$ cat src/rtl/ris_pkg.sv
// shared types for the record insertion sorter: stored record, fsm states,
// controller/datapath command and status groups. no dependencies.
`default_nettype none

package ris_pkg;

  localparam int unsigned AgeW = 8;
  localparam int unsigned InitW = 8;
  localparam int unsigned IdxW = 4;

  typedef struct packed {
    logic [AgeW-1:0]  age;
    logic [InitW-1:0] init_ch;
    logic [IdxW-1:0]  idx;
  } rec_t;

  typedef enum logic [1:0] {
    ST_IDLE,
    ST_SEARCH,
    ST_EMIT_RD,
    ST_EMIT_LD
  } ris_state_e;

  typedef struct packed {
    logic in_ready;
    logic shift;
    logic place;
    logic emit_rd;
    logic load_out;
  } ris_cmd_t;

  typedef struct packed {
    logic in_valid;
    logic in_last;
    logic full;
    logic last_pend;
    logic pos_zero;
    logic greater;
    logic out_free;
    logic emit_last;
  } ris_sts_t;

endpackage

`default_nettype wire

$ cat src/rtl/ris_in_if.sv
// input channel of the record sorter: valid/ready plus one record item.
// no dependencies.
`default_nettype none

interface ris_in_if;
  logic       valid;
  logic       ready;
  logic [7:0] age;
  logic [7:0] name_initial;
  logic       last_item;

  modport source (output valid, age, name_initial, last_item, input ready);
  modport sink (input valid, age, name_initial, last_item, output ready);
endinterface

`default_nettype wire

$ cat src/rtl/ris_out_if.sv
// output channel of the record sorter: valid/ready plus one sorted item.
// no dependencies.
`default_nettype none

interface ris_out_if;
  logic       valid;
  logic       ready;
  logic [7:0] sorted_age;
  logic [7:0] sorted_initial;
  logic [3:0] arrival_index;
  logic       end_of_run;
  logic       overflowed;

  modport source (output valid, sorted_age, sorted_initial, arrival_index, end_of_run,
                  overflowed, input ready);
  modport sink (input valid, sorted_age, sorted_initial, arrival_index, end_of_run,
                overflowed, output ready);
endinterface

`default_nettype wire

$ cat src/rtl/ris_ctrl.sv
// sequencing fsm of the record sorter: load, insertion search, sorted readout.
// depends on ris_pkg.
`default_nettype none

module ris_ctrl (
  input  wire logic          clk_i,
  input  wire logic          rst_ni,
  input  ris_pkg::ris_sts_t  sts_i,
  output ris_pkg::ris_cmd_t  cmd_o
);
  import ris_pkg::*;

  ris_state_e state_q, state_d;
  logic       fire;

  assign fire = sts_i.in_valid && (state_q == ST_IDLE);

  always_comb begin
    state_d = state_q;
    unique case (state_q)
      ST_IDLE: begin
        if (fire) begin
          priority if (!sts_i.full) state_d = ST_SEARCH;
          else if (sts_i.in_last)   state_d = ST_EMIT_RD;
          else                      state_d = ST_IDLE;
        end
      end
      ST_SEARCH: begin
        if (sts_i.pos_zero || !sts_i.greater) begin
          state_d = sts_i.last_pend ? ST_EMIT_RD : ST_IDLE;
        end
      end
      ST_EMIT_RD: state_d = ST_EMIT_LD;
      ST_EMIT_LD: begin
        if (sts_i.out_free) begin
          state_d = sts_i.emit_last ? ST_IDLE : ST_EMIT_RD;
        end
      end
      default: state_d = ST_IDLE;
    endcase
  end

  always_comb begin
    cmd_o = '0;
    unique case (state_q)
      ST_IDLE:    cmd_o.in_ready = 1'b1;
      ST_SEARCH: begin
        // move the stored record up while it sorts after the new one
        if (!sts_i.pos_zero && sts_i.greater) cmd_o.shift = 1'b1;
        else                                  cmd_o.place = 1'b1;
      end
      ST_EMIT_RD: cmd_o.emit_rd = 1'b1;
      ST_EMIT_LD: cmd_o.load_out = sts_i.out_free;
      default:    cmd_o = '0;
    endcase
  end

  always_ff @(posedge clk_i or negedge rst_ni) begin
    if (!rst_ni) begin
      state_q <= ST_IDLE;
    end else begin
      state_q <= state_d;
    end
  end

endmodule

`default_nettype wire

$ cat src/rtl/ris_dp.sv
// datapath of the record sorter: record store memory, counters, insert
// position, readout index and output register. depends on ris_pkg and the
// channel interfaces.
`default_nettype none

module ris_dp #(
  parameter int unsigned DEPTH = 16
) (
  input  wire logic          clk_i,
  input  wire logic          rst_ni,
  ris_in_if.sink             in_i,
  ris_out_if.source          out_o,
  input  ris_pkg::ris_cmd_t  cmd_i,
  output ris_pkg::ris_sts_t  sts_o
);
  import ris_pkg::*;

  localparam int unsigned AW = (DEPTH > 1) ? $clog2(DEPTH) : 1;
  localparam int unsigned CW = $clog2(DEPTH + 1);

  rec_t           mem [DEPTH];
  rec_t           rd_q;
  rec_t           new_q;
  rec_t           wr_rec;
  logic [AW-1:0]  rd_addr;
  logic [AW-1:0]  pos_q;
  logic [AW-1:0]  k_q;
  logic [CW-1:0]  count_q;
  logic           ovf_q;
  logic           last_q;
  logic           in_fire;
  logic           full;
  logic           emit_last;
  logic           mem_we;
  logic           mem_re;
  logic [31:0]    cnt_ext;

  logic           out_valid_q;
  logic [7:0]     out_age_q;
  logic [7:0]     out_init_q;
  logic [3:0]     out_idx_q;
  logic           out_end_q;
  logic           out_ovf_q;

  assign in_i.ready = cmd_i.in_ready;
  assign in_fire    = in_i.valid && cmd_i.in_ready;
  assign full       = (count_q == CW'(DEPTH));
  assign emit_last  = ((CW'(k_q) + CW'(1)) == count_q);
  assign cnt_ext    = 32'(count_q);

  assign sts_o.in_valid  = in_i.valid;
  assign sts_o.in_last   = in_i.last_item;
  assign sts_o.full      = full;
  assign sts_o.last_pend = last_q;
  assign sts_o.pos_zero  = (pos_q == '0);
  assign sts_o.greater   = {rd_q.age, rd_q.init_ch} > {new_q.age, new_q.init_ch};
  assign sts_o.out_free  = !out_valid_q || out_o.ready;
  assign sts_o.emit_last = emit_last;

  // read port address: the entry below the insert point, or the readout index
  always_comb begin
    priority if (in_fire)     rd_addr = count_q[AW-1:0] - AW'(1);
    else if (cmd_i.shift)     rd_addr = pos_q - AW'(2);
    else                      rd_addr = k_q;
  end

  assign mem_we = cmd_i.shift || cmd_i.place;
  assign mem_re = in_fire || cmd_i.shift || cmd_i.emit_rd;
  assign wr_rec = cmd_i.shift ? rd_q : new_q;

  always_ff @(posedge clk_i) begin
    if (mem_we) begin
      mem[pos_q] <= wr_rec;
    end
    // read register holds its entry while the output register waits
    if (mem_re) begin
      rd_q <= mem[rd_addr];
    end
  end

  always_ff @(posedge clk_i) begin
    if (in_fire && !full) begin
      new_q.age     <= in_i.age;
      new_q.init_ch <= in_i.name_initial;
      new_q.idx     <= cnt_ext[3:0];
      pos_q         <= count_q[AW-1:0];
    end else if (cmd_i.shift) begin
      pos_q <= pos_q - AW'(1);
    end
    if (cmd_i.load_out) begin
      out_age_q  <= rd_q.age;
      out_init_q <= rd_q.init_ch;
      out_idx_q  <= rd_q.idx;
      out_end_q  <= emit_last;
      out_ovf_q  <= ovf_q;
    end
  end

  always_ff @(posedge clk_i or negedge rst_ni) begin
    if (!rst_ni) begin
      count_q     <= '0;
      ovf_q       <= 1'b0;
      last_q      <= 1'b0;
      k_q         <= '0;
      out_valid_q <= 1'b0;
    end else begin
      if (in_fire) begin
        last_q <= in_i.last_item;
        if (full) ovf_q <= 1'b1;
      end
      if (cmd_i.place) begin
        count_q <= count_q + CW'(1);
      end
      if (cmd_i.load_out) begin
        if (emit_last) begin
          // set done: start an empty one
          count_q <= '0;
          ovf_q   <= 1'b0;
          last_q  <= 1'b0;
          k_q     <= '0;
        end else begin
          k_q <= k_q + AW'(1);
        end
      end
      if (cmd_i.load_out) begin
        out_valid_q <= 1'b1;
      end else if (out_o.ready) begin
        out_valid_q <= 1'b0;
      end
    end
  end

  assign out_o.valid          = out_valid_q;
  assign out_o.sorted_age     = out_age_q;
  assign out_o.sorted_initial = out_init_q;
  assign out_o.arrival_index  = out_idx_q;
  assign out_o.end_of_run     = out_end_q;
  assign out_o.overflowed     = out_ovf_q;

`ifndef NO_ASSERTIONS
  a_count_bound: assert property (@(posedge clk_i) disable iff (!rst_ni)
    count_q <= CW'(DEPTH))
    else $error("record count beyond store depth");

  a_no_overwrite: assert property (@(posedge clk_i) disable iff (!rst_ni)
    cmd_i.load_out |-> (!out_valid_q || out_o.ready))
    else $error("output register overwritten while an item waits");

  a_shift_not_bottom: assert property (@(posedge clk_i) disable iff (!rst_ni)
    cmd_i.shift |-> (pos_q != '0) && !cmd_i.place)
    else $error("shift at bottom of store or together with place");

  a_place_counts: assert property (@(posedge clk_i) disable iff (!rst_ni)
    (cmd_i.place && !cmd_i.load_out) |=> count_q == $past(count_q) + CW'(1))
    else $error("placed record not counted");
`endif

endmodule

`default_nettype wire

$ cat src/rtl/record_insertion_sort.sv
// insertion of one record: accepted in idle, then a search moves the s stored records
// with a greater key (0 .. DEPTH-1) up one place each and places the item; no new item
// is accepted until it ends. a last item adds readout of each record through the output
// register. full store: the item is dropped. the store read/write port sets the pace.
// reset (rst_ni, async, active low) empties the set; store contents are not cleared.
// top level: controller and datapath. depends on ris_pkg and the channel interfaces.
`default_nettype none

module record_insertion_sort #(
  parameter int unsigned DEPTH = 16
) (
  input  wire logic clk_i,
  input  wire logic rst_ni,
  ris_in_if.sink    in_i,
  ris_out_if.source out_o
);
  import ris_pkg::*;

  ris_cmd_t cmd;
  ris_sts_t sts;

  ris_ctrl u_ctrl (
    .clk_i  (clk_i),
    .rst_ni (rst_ni),
    .sts_i  (sts),
    .cmd_o  (cmd)
  );

  ris_dp #(
    .DEPTH (DEPTH)
  ) u_dp (
    .clk_i  (clk_i),
    .rst_ni (rst_ni),
    .in_i   (in_i),
    .out_o  (out_o),
    .cmd_i  (cmd),
    .sts_o  (sts)
  );

endmodule

`default_nettype wire
$ cat src/flat_wrapper.sv
// flat-port wrapper written by rule: the top's interface ports become plain ports
module record_insertion_sort_flat import ris_pkg::*;
#(
  parameter int unsigned DEPTH = 16
)
  (clk_i, rst_ni, in_i_valid, in_i_age, in_i_name_initial, in_i_last_item, in_i_ready, out_o_valid, out_o_sorted_age, out_o_sorted_initial, out_o_arrival_index, out_o_end_of_run, out_o_overflowed, out_o_ready);
  ris_in_if in_i_i ();
  ris_out_if out_o_i ();
  input  wire logic clk_i;
  input  wire logic rst_ni;
  input wire logic [$bits(in_i_i.valid)-1:0] in_i_valid;
  input wire logic [$bits(in_i_i.age)-1:0] in_i_age;
  input wire logic [$bits(in_i_i.name_initial)-1:0] in_i_name_initial;
  input wire logic [$bits(in_i_i.last_item)-1:0] in_i_last_item;
  output wire logic [$bits(in_i_i.ready)-1:0] in_i_ready;
  output wire logic [$bits(out_o_i.valid)-1:0] out_o_valid;
  output wire logic [$bits(out_o_i.sorted_age)-1:0] out_o_sorted_age;
  output wire logic [$bits(out_o_i.sorted_initial)-1:0] out_o_sorted_initial;
  output wire logic [$bits(out_o_i.arrival_index)-1:0] out_o_arrival_index;
  output wire logic [$bits(out_o_i.end_of_run)-1:0] out_o_end_of_run;
  output wire logic [$bits(out_o_i.overflowed)-1:0] out_o_overflowed;
  input wire logic [$bits(out_o_i.ready)-1:0] out_o_ready;
  assign in_i_i.valid = in_i_valid;
  assign in_i_i.age = in_i_age;
  assign in_i_i.name_initial = in_i_name_initial;
  assign in_i_i.last_item = in_i_last_item;
  assign in_i_ready = in_i_i.ready;
  assign out_o_valid = out_o_i.valid;
  assign out_o_sorted_age = out_o_i.sorted_age;
  assign out_o_sorted_initial = out_o_i.sorted_initial;
  assign out_o_arrival_index = out_o_i.arrival_index;
  assign out_o_end_of_run = out_o_i.end_of_run;
  assign out_o_overflowed = out_o_i.overflowed;
  assign out_o_i.ready = out_o_ready;
  record_insertion_sort #(.DEPTH(DEPTH)) u_core (.clk_i(clk_i), .rst_ni(rst_ni), .in_i(in_i_i), .out_o(out_o_i));
endmodule
$ cat config.mk
export PLATFORM = sky130hd
export DESIGN_NAME = record_insertion_sort_flat
export DESIGN_NICKNAME = d
export VERILOG_FILES = /design/src/rtl/ris_pkg.sv /design/src/rtl/ris_in_if.sv /design/src/rtl/ris_out_if.sv /design/src/rtl/ris_ctrl.sv /design/src/rtl/ris_dp.sv /design/src/rtl/record_insertion_sort.sv /design/src/flat_wrapper.sv
export SDC_FILE = /design/constraint.sdc
export NUM_CORES = 1
export LEC_CHECK = 0
export BUFFER_PORTS_ARGS = -buffer_cell sky130_fd_sc_hd__buf_2
export CORE_MARGIN = 10
export CORE_UTILIZATION = 56
export CTS_CLUSTER_DIAMETER = 40
export DETAILED_ROUTE_END_ITERATION = 8
export PLACE_DENSITY = 0.83
export SYNTH_ARGS = -nofsm -noshare
export SYNTH_HDL_FRONTEND = slang
export SYNTH_HIERARCHICAL = 1
export SYNTH_SLANG_ARGS = --single-unit
$ cat constraint.sdc
create_clock -name clk_i -period 3.45 [get_ports clk_i]
set_clock_uncertainty 0.15 [all_clocks]
set_input_delay 0.1725 -clock clk_i [delete_from_list [all_inputs] [get_ports clk_i]]
set_output_delay 0.1725 -clock clk_i [all_outputs]
set_load 0.03 [all_outputs]
==> impl_results.md <==
- Post-route core utilization: 70.8%
- Final Setup Violations: slightly below 400
- Min cycle time layout: around 4.1 ns
- Share of final-layout standard cells stronger than drive strength 1: between 30% and 40%
- DRC: 0
- Layout net count: about 1.3k
- Commonest cells in the netlist: sky130_fd_sc_hd__edfxtp_1 (386), sky130_fd_sc_hd__nand2_1 (108), sky130_fd_sc_hd__mux2i_1 (83)
- Aggregate routed wire length: approximately 47000 um
- Max Slew Vio Count: 0
- Placeable Area: 29600 um2
- Buffers and inverters on the worst path: 4
- H-Tree Level Count: 2
- Failing checks: negative setup slack
- Slew at the pin closest to its max-slew limit: approximately 0.67 ns
- Min setup slack post-route: -0.681 ns
- Required time at the worst-slack endpoint: 3.55 ns
- Startpoint type of the worst setup path: register
- Number of clock sinks: 400
- Final hold viol count: 0
- Power per Cell Area: between 700 and 800 nW/um2
- Overall overflow remaining after global route: 0
- Share of total power in sequential cells: around 37%
- Synthesized net count: 1077
- Arrival time worst endpoint: between 4 and 5 ns
- Share of the cycle needed by the critical path after routing: 120%
- EDFF count, synth: between 300 and 400
- Number of primary I/O pins: 45
- Proportion of power drawn by combinational gates: a little over a third
- Die height: a little under 200 um
- Main area contributors after synthesis: sky130_fd_sc_hd__edfxtp_1 (69%), sky130_fd_sc_hd__mux2i_1 (5.0%), sky130_fd_sc_hd__mux2_2 (4.4%)
- Reported max-cap violation count: 0
- Pre-CTS worst setup slack: -0.468 ns
- Cells after Synth: between 1k and 1.5k
- Tot GR Track Use: approximately a quarter
- P_leak: 7.89 nW
- Highest clock rate: about 240 MHz
- Post-synthesis register bit count: 400
- Detail Route Antenna Nets: 0
- Detailed placement HPWL: between 20000 and 25000 um
- Chain of cells forming the critical path: ha_4 > nor2b_4 > o21a_1 > o21a_1 > o21bai_2 > a21oi_2 > o21a_1 > nand2b_1 > nor2_4 > mux2i_2 > mux2i_4 > buf_12 > buf_12 > buf_16 > buf_6 > mux2_4 > o211ai_1 > nand4_1
- Crit path top cell by count: sky130_fd_sc_hd__o21a_1
- Unrepaired setup endpoints after global routing: yes
- Final weighted congestion of routability-driven global placement: roughly 0.84
- Number of clock buffers inserted by TritonCTS: 44
- Endpoint class of the critical path: register
- Latest clock arrival within the worst-skew pair: 0.55 ns
- Source of the critical timing path: u_core/u_dp/rd_q[5]
- CP max FO: 6
- Status: finished, violations left
- Initial Utilization: 56.6%
- Post-synthesis area per instance: about 16 um2
- 1st-pass router iterations: 6
- Main synth FF type: sky130_fd_sc_hd__edfxtp_1
- Post-synthesis cell area: 16700 um2
- Detailed-route vias per instance: ~6.3
- Ant. Diodes: 0
- Clock transition at the register clock pins on the worst setup and hold paths after CTS: roughly 0.06 ns
- Antenna violations before repair: 0
- Violation count after the first detailed-routing iteration: 1542
- Most frequent cell after synthesis: sky130_fd_sc_hd__edfxtp_1
- Hold wc startpoint: in_i_name_initial[2]
- DIE AREA: between 30000 and 40000 um2
- Wire per inst: 28.1 um
- Reg-to-Reg Start: u_core/u_dp/rd_q[5]
- Area added between synthesis and finish: 25.1%
- Internal power: 0.0110 W
- Die extent in x: just under 200 um
- Largest area contributor in the synthesized netlist: sky130_fd_sc_hd__edfxtp_1
- Family of cells with the greatest summed delay on the critical path: compound AO/OA/AOI/OAI gates
- Normalized max-slew margin: about 55%
- Port buffer count: between 40 and 50
- Worst path max stage delay: approximately 0.48 ns
- Max stage delay cell, worst path: sky130_fd_sc_hd__edfxtp_1
- Synth async-reset ratio: under 10%
- Critical Setup Path Class: reg2reg
- Clk root buf: sky130_fd_sc_hd__clkbuf_16
- Peak supply drop: around 0.00042 V
- Fraction of power consumed by the clock network: between 20% and 30%
- NetSw: 0.00507 W
- Syn. warnings: 6
- Share of the synthesized area in the top cell type: 69.3%
- Clock tree from TritonCTS: done
- Switching part of the total: about a third
- Number of global-route vias before repair: around 11k
- Seq/Total Area, Yosys: between 70% and 80%
- CTS Buffer Depth: 3
- Std-Cell Rows: 63
- Tightest Hold Check Type: in2reg
- Maximum number of pins on one net before global-route repair: a little over 40
- Via count of the routed design: around 10k
- Synth unique cells: 52
- Wire length of the first global-routing pass: ~66000 um
## cells in the final DEF, fill, tap and decap left out, drive strengths merged, types with 5 or more instances in the layout
cell type    count
clkbuf          55
edfxtp         386
nand2b           9
o211ai          80
nand2          108
mux2            85
clkinv          18
o22ai            5
xnor2            6
xor2             8
inv             29
buf            193
and2            18
nor2            18
nand4           25
dfrtp           14
mux2i           85
o21ai           23
a21oi           11
ha              26
a21o             5
dlygate4sd3     21
## cell type report
| type | instances | area, um2 |
|---|---|---|
| Clock buffer | 52 | 1170 |
| Clock inverter | 28 | 229 |
| Fill cell | 1567 | 8630 |
| Inverter | 24 | 90.1 |
| Multi-Input combinational cell | 546 | 4540 |
| Sequential cell | 400 | 11900 |
| Tap cell | 390 | 488 |
| Timing Repair Buffer | 218 | 2460 |
## stage by stage
stage	power (W)	instances	TNS (ns)	hold slack (ns)	area, um2
2_1_floorplan	0.00859	1030	0	-0.273	16700
3_3_place_gp	0.0101	1513	-18.69	-0.0655	18400
3_5_place_dp	0.0102	1513	-32.38	-0.0637	18400
4_1_cts	0.0156	1651	-26.74	0.182	20700
5_1_grt	0.0165	1658	-73.82	0.202	20900
6_report	0.0161	1658	-44.86	0.188	20900
## state kept, by name, indices dropped and copies added (netlist names)
signal	flops
u_core/u_ctrl/state_q	2
u_core/u_dp/count_q	5
u_core/u_dp/k_q	4
u_core/u_dp/last_q	1
u_core/u_dp/mem	320
u_core/u_dp/new_q	20
u_core/u_dp/out_o.arrival_index	4
u_core/u_dp/out_o.end_of_run	1
u_core/u_dp/out_o.overflowed	1
u_core/u_dp/out_o.sorted_age	8
u_core/u_dp/out_o.sorted_initial	8
u_core/u_dp/out_o.valid	1
u_core/u_dp/ovf_q	1
u_core/u_dp/pos_q	4
u_core/u_dp/rd_q	20
## power by group through the flow
stage	Sequential, W	Combinational [W]	Clock (W)
final	0.00594	0.00564	0.00454
after detailed placement	0.00602	0.00422	0
after global placement	0.00601	0.00411	0
after CTS	0.00593	0.00518	0.00451
after floorplan	0.00622	0.00237	0
after global routing	0.00596	0.00583	0.00475
## cell families after synthesis
family / share of synthesized area (%)
buffers and inverters: 2.54
adder cells (fa/ha/maj): 1.94
AO/OA/AOI/OAI: 6.33
AND/OR/NAND/NOR: 5.72
flip-flops: 71.4
multiplexers: 11.4
XOR/XNOR: 0.733
## layer usage
metal	routed length (um)	track usage, %	up-vias	part of all wire [%]
met5	0	0	-	0
met4	2730	13.5	0	5.9
met3	5430	4.61	198	12
met2	22200	38.4	784	48
met1	16300	29.3	5140	35
li1	-	-	4353	-
## worst register-to-register path: stages, from the launching register on
cell and delay [ns]:
sky130_fd_sc_hd__edfxtp_1 0.48, sky130_fd_sc_hd__ha_4 0.32, sky130_fd_sc_hd__nor2b_4 0.14, sky130_fd_sc_hd__o21a_1 0.16
sky130_fd_sc_hd__o21a_1 0.17, sky130_fd_sc_hd__o21bai_2 0.08, sky130_fd_sc_hd__a21oi_2 0.17, sky130_fd_sc_hd__o21a_1 0.19
sky130_fd_sc_hd__nand2b_1 0.14, sky130_fd_sc_hd__nor2_4 0.17, sky130_fd_sc_hd__mux2i_2 0.27, sky130_fd_sc_hd__mux2i_4 0.11
sky130_fd_sc_hd__buf_12 0.16, sky130_fd_sc_hd__buf_12 0.13, sky130_fd_sc_hd__buf_16 0.15, sky130_fd_sc_hd__buf_6 0.13
sky130_fd_sc_hd__mux2_4 0.29, sky130_fd_sc_hd__o211ai_1 0.25, sky130_fd_sc_hd__nand4_1 0.19
## path summary, 6_finish.rpt
check | depth (start not counted) | end | slack, ns
worst max register to register | 18 | u_core/u_dp/rd_q[6] | -0.68
min in group asynchronous | 3 | u_core/u_dp/k_q[1] | 0.60
worst min-delay path | 2 | u_core/u_dp/new_q[6] | 0.19
worst max-delay path | 18 | u_core/u_dp/rd_q[6] | -0.68
worst min register to register | 0 | u_core/u_dp/out_o.overflowed | 0.31
max in group asynchronous | 3 | u_core/u_dp/count_q[2] | 2.12
## timing repair
item,CTS,global route
hold buffers,21,0
cloned,8,3
setup endpoints to repair,376,392
gates resized for setup,41,20
buffers inserted,30,7
hold endpoints to repair,34,0
pin swaps,34,30
Power figures use the tool's default switching activity.
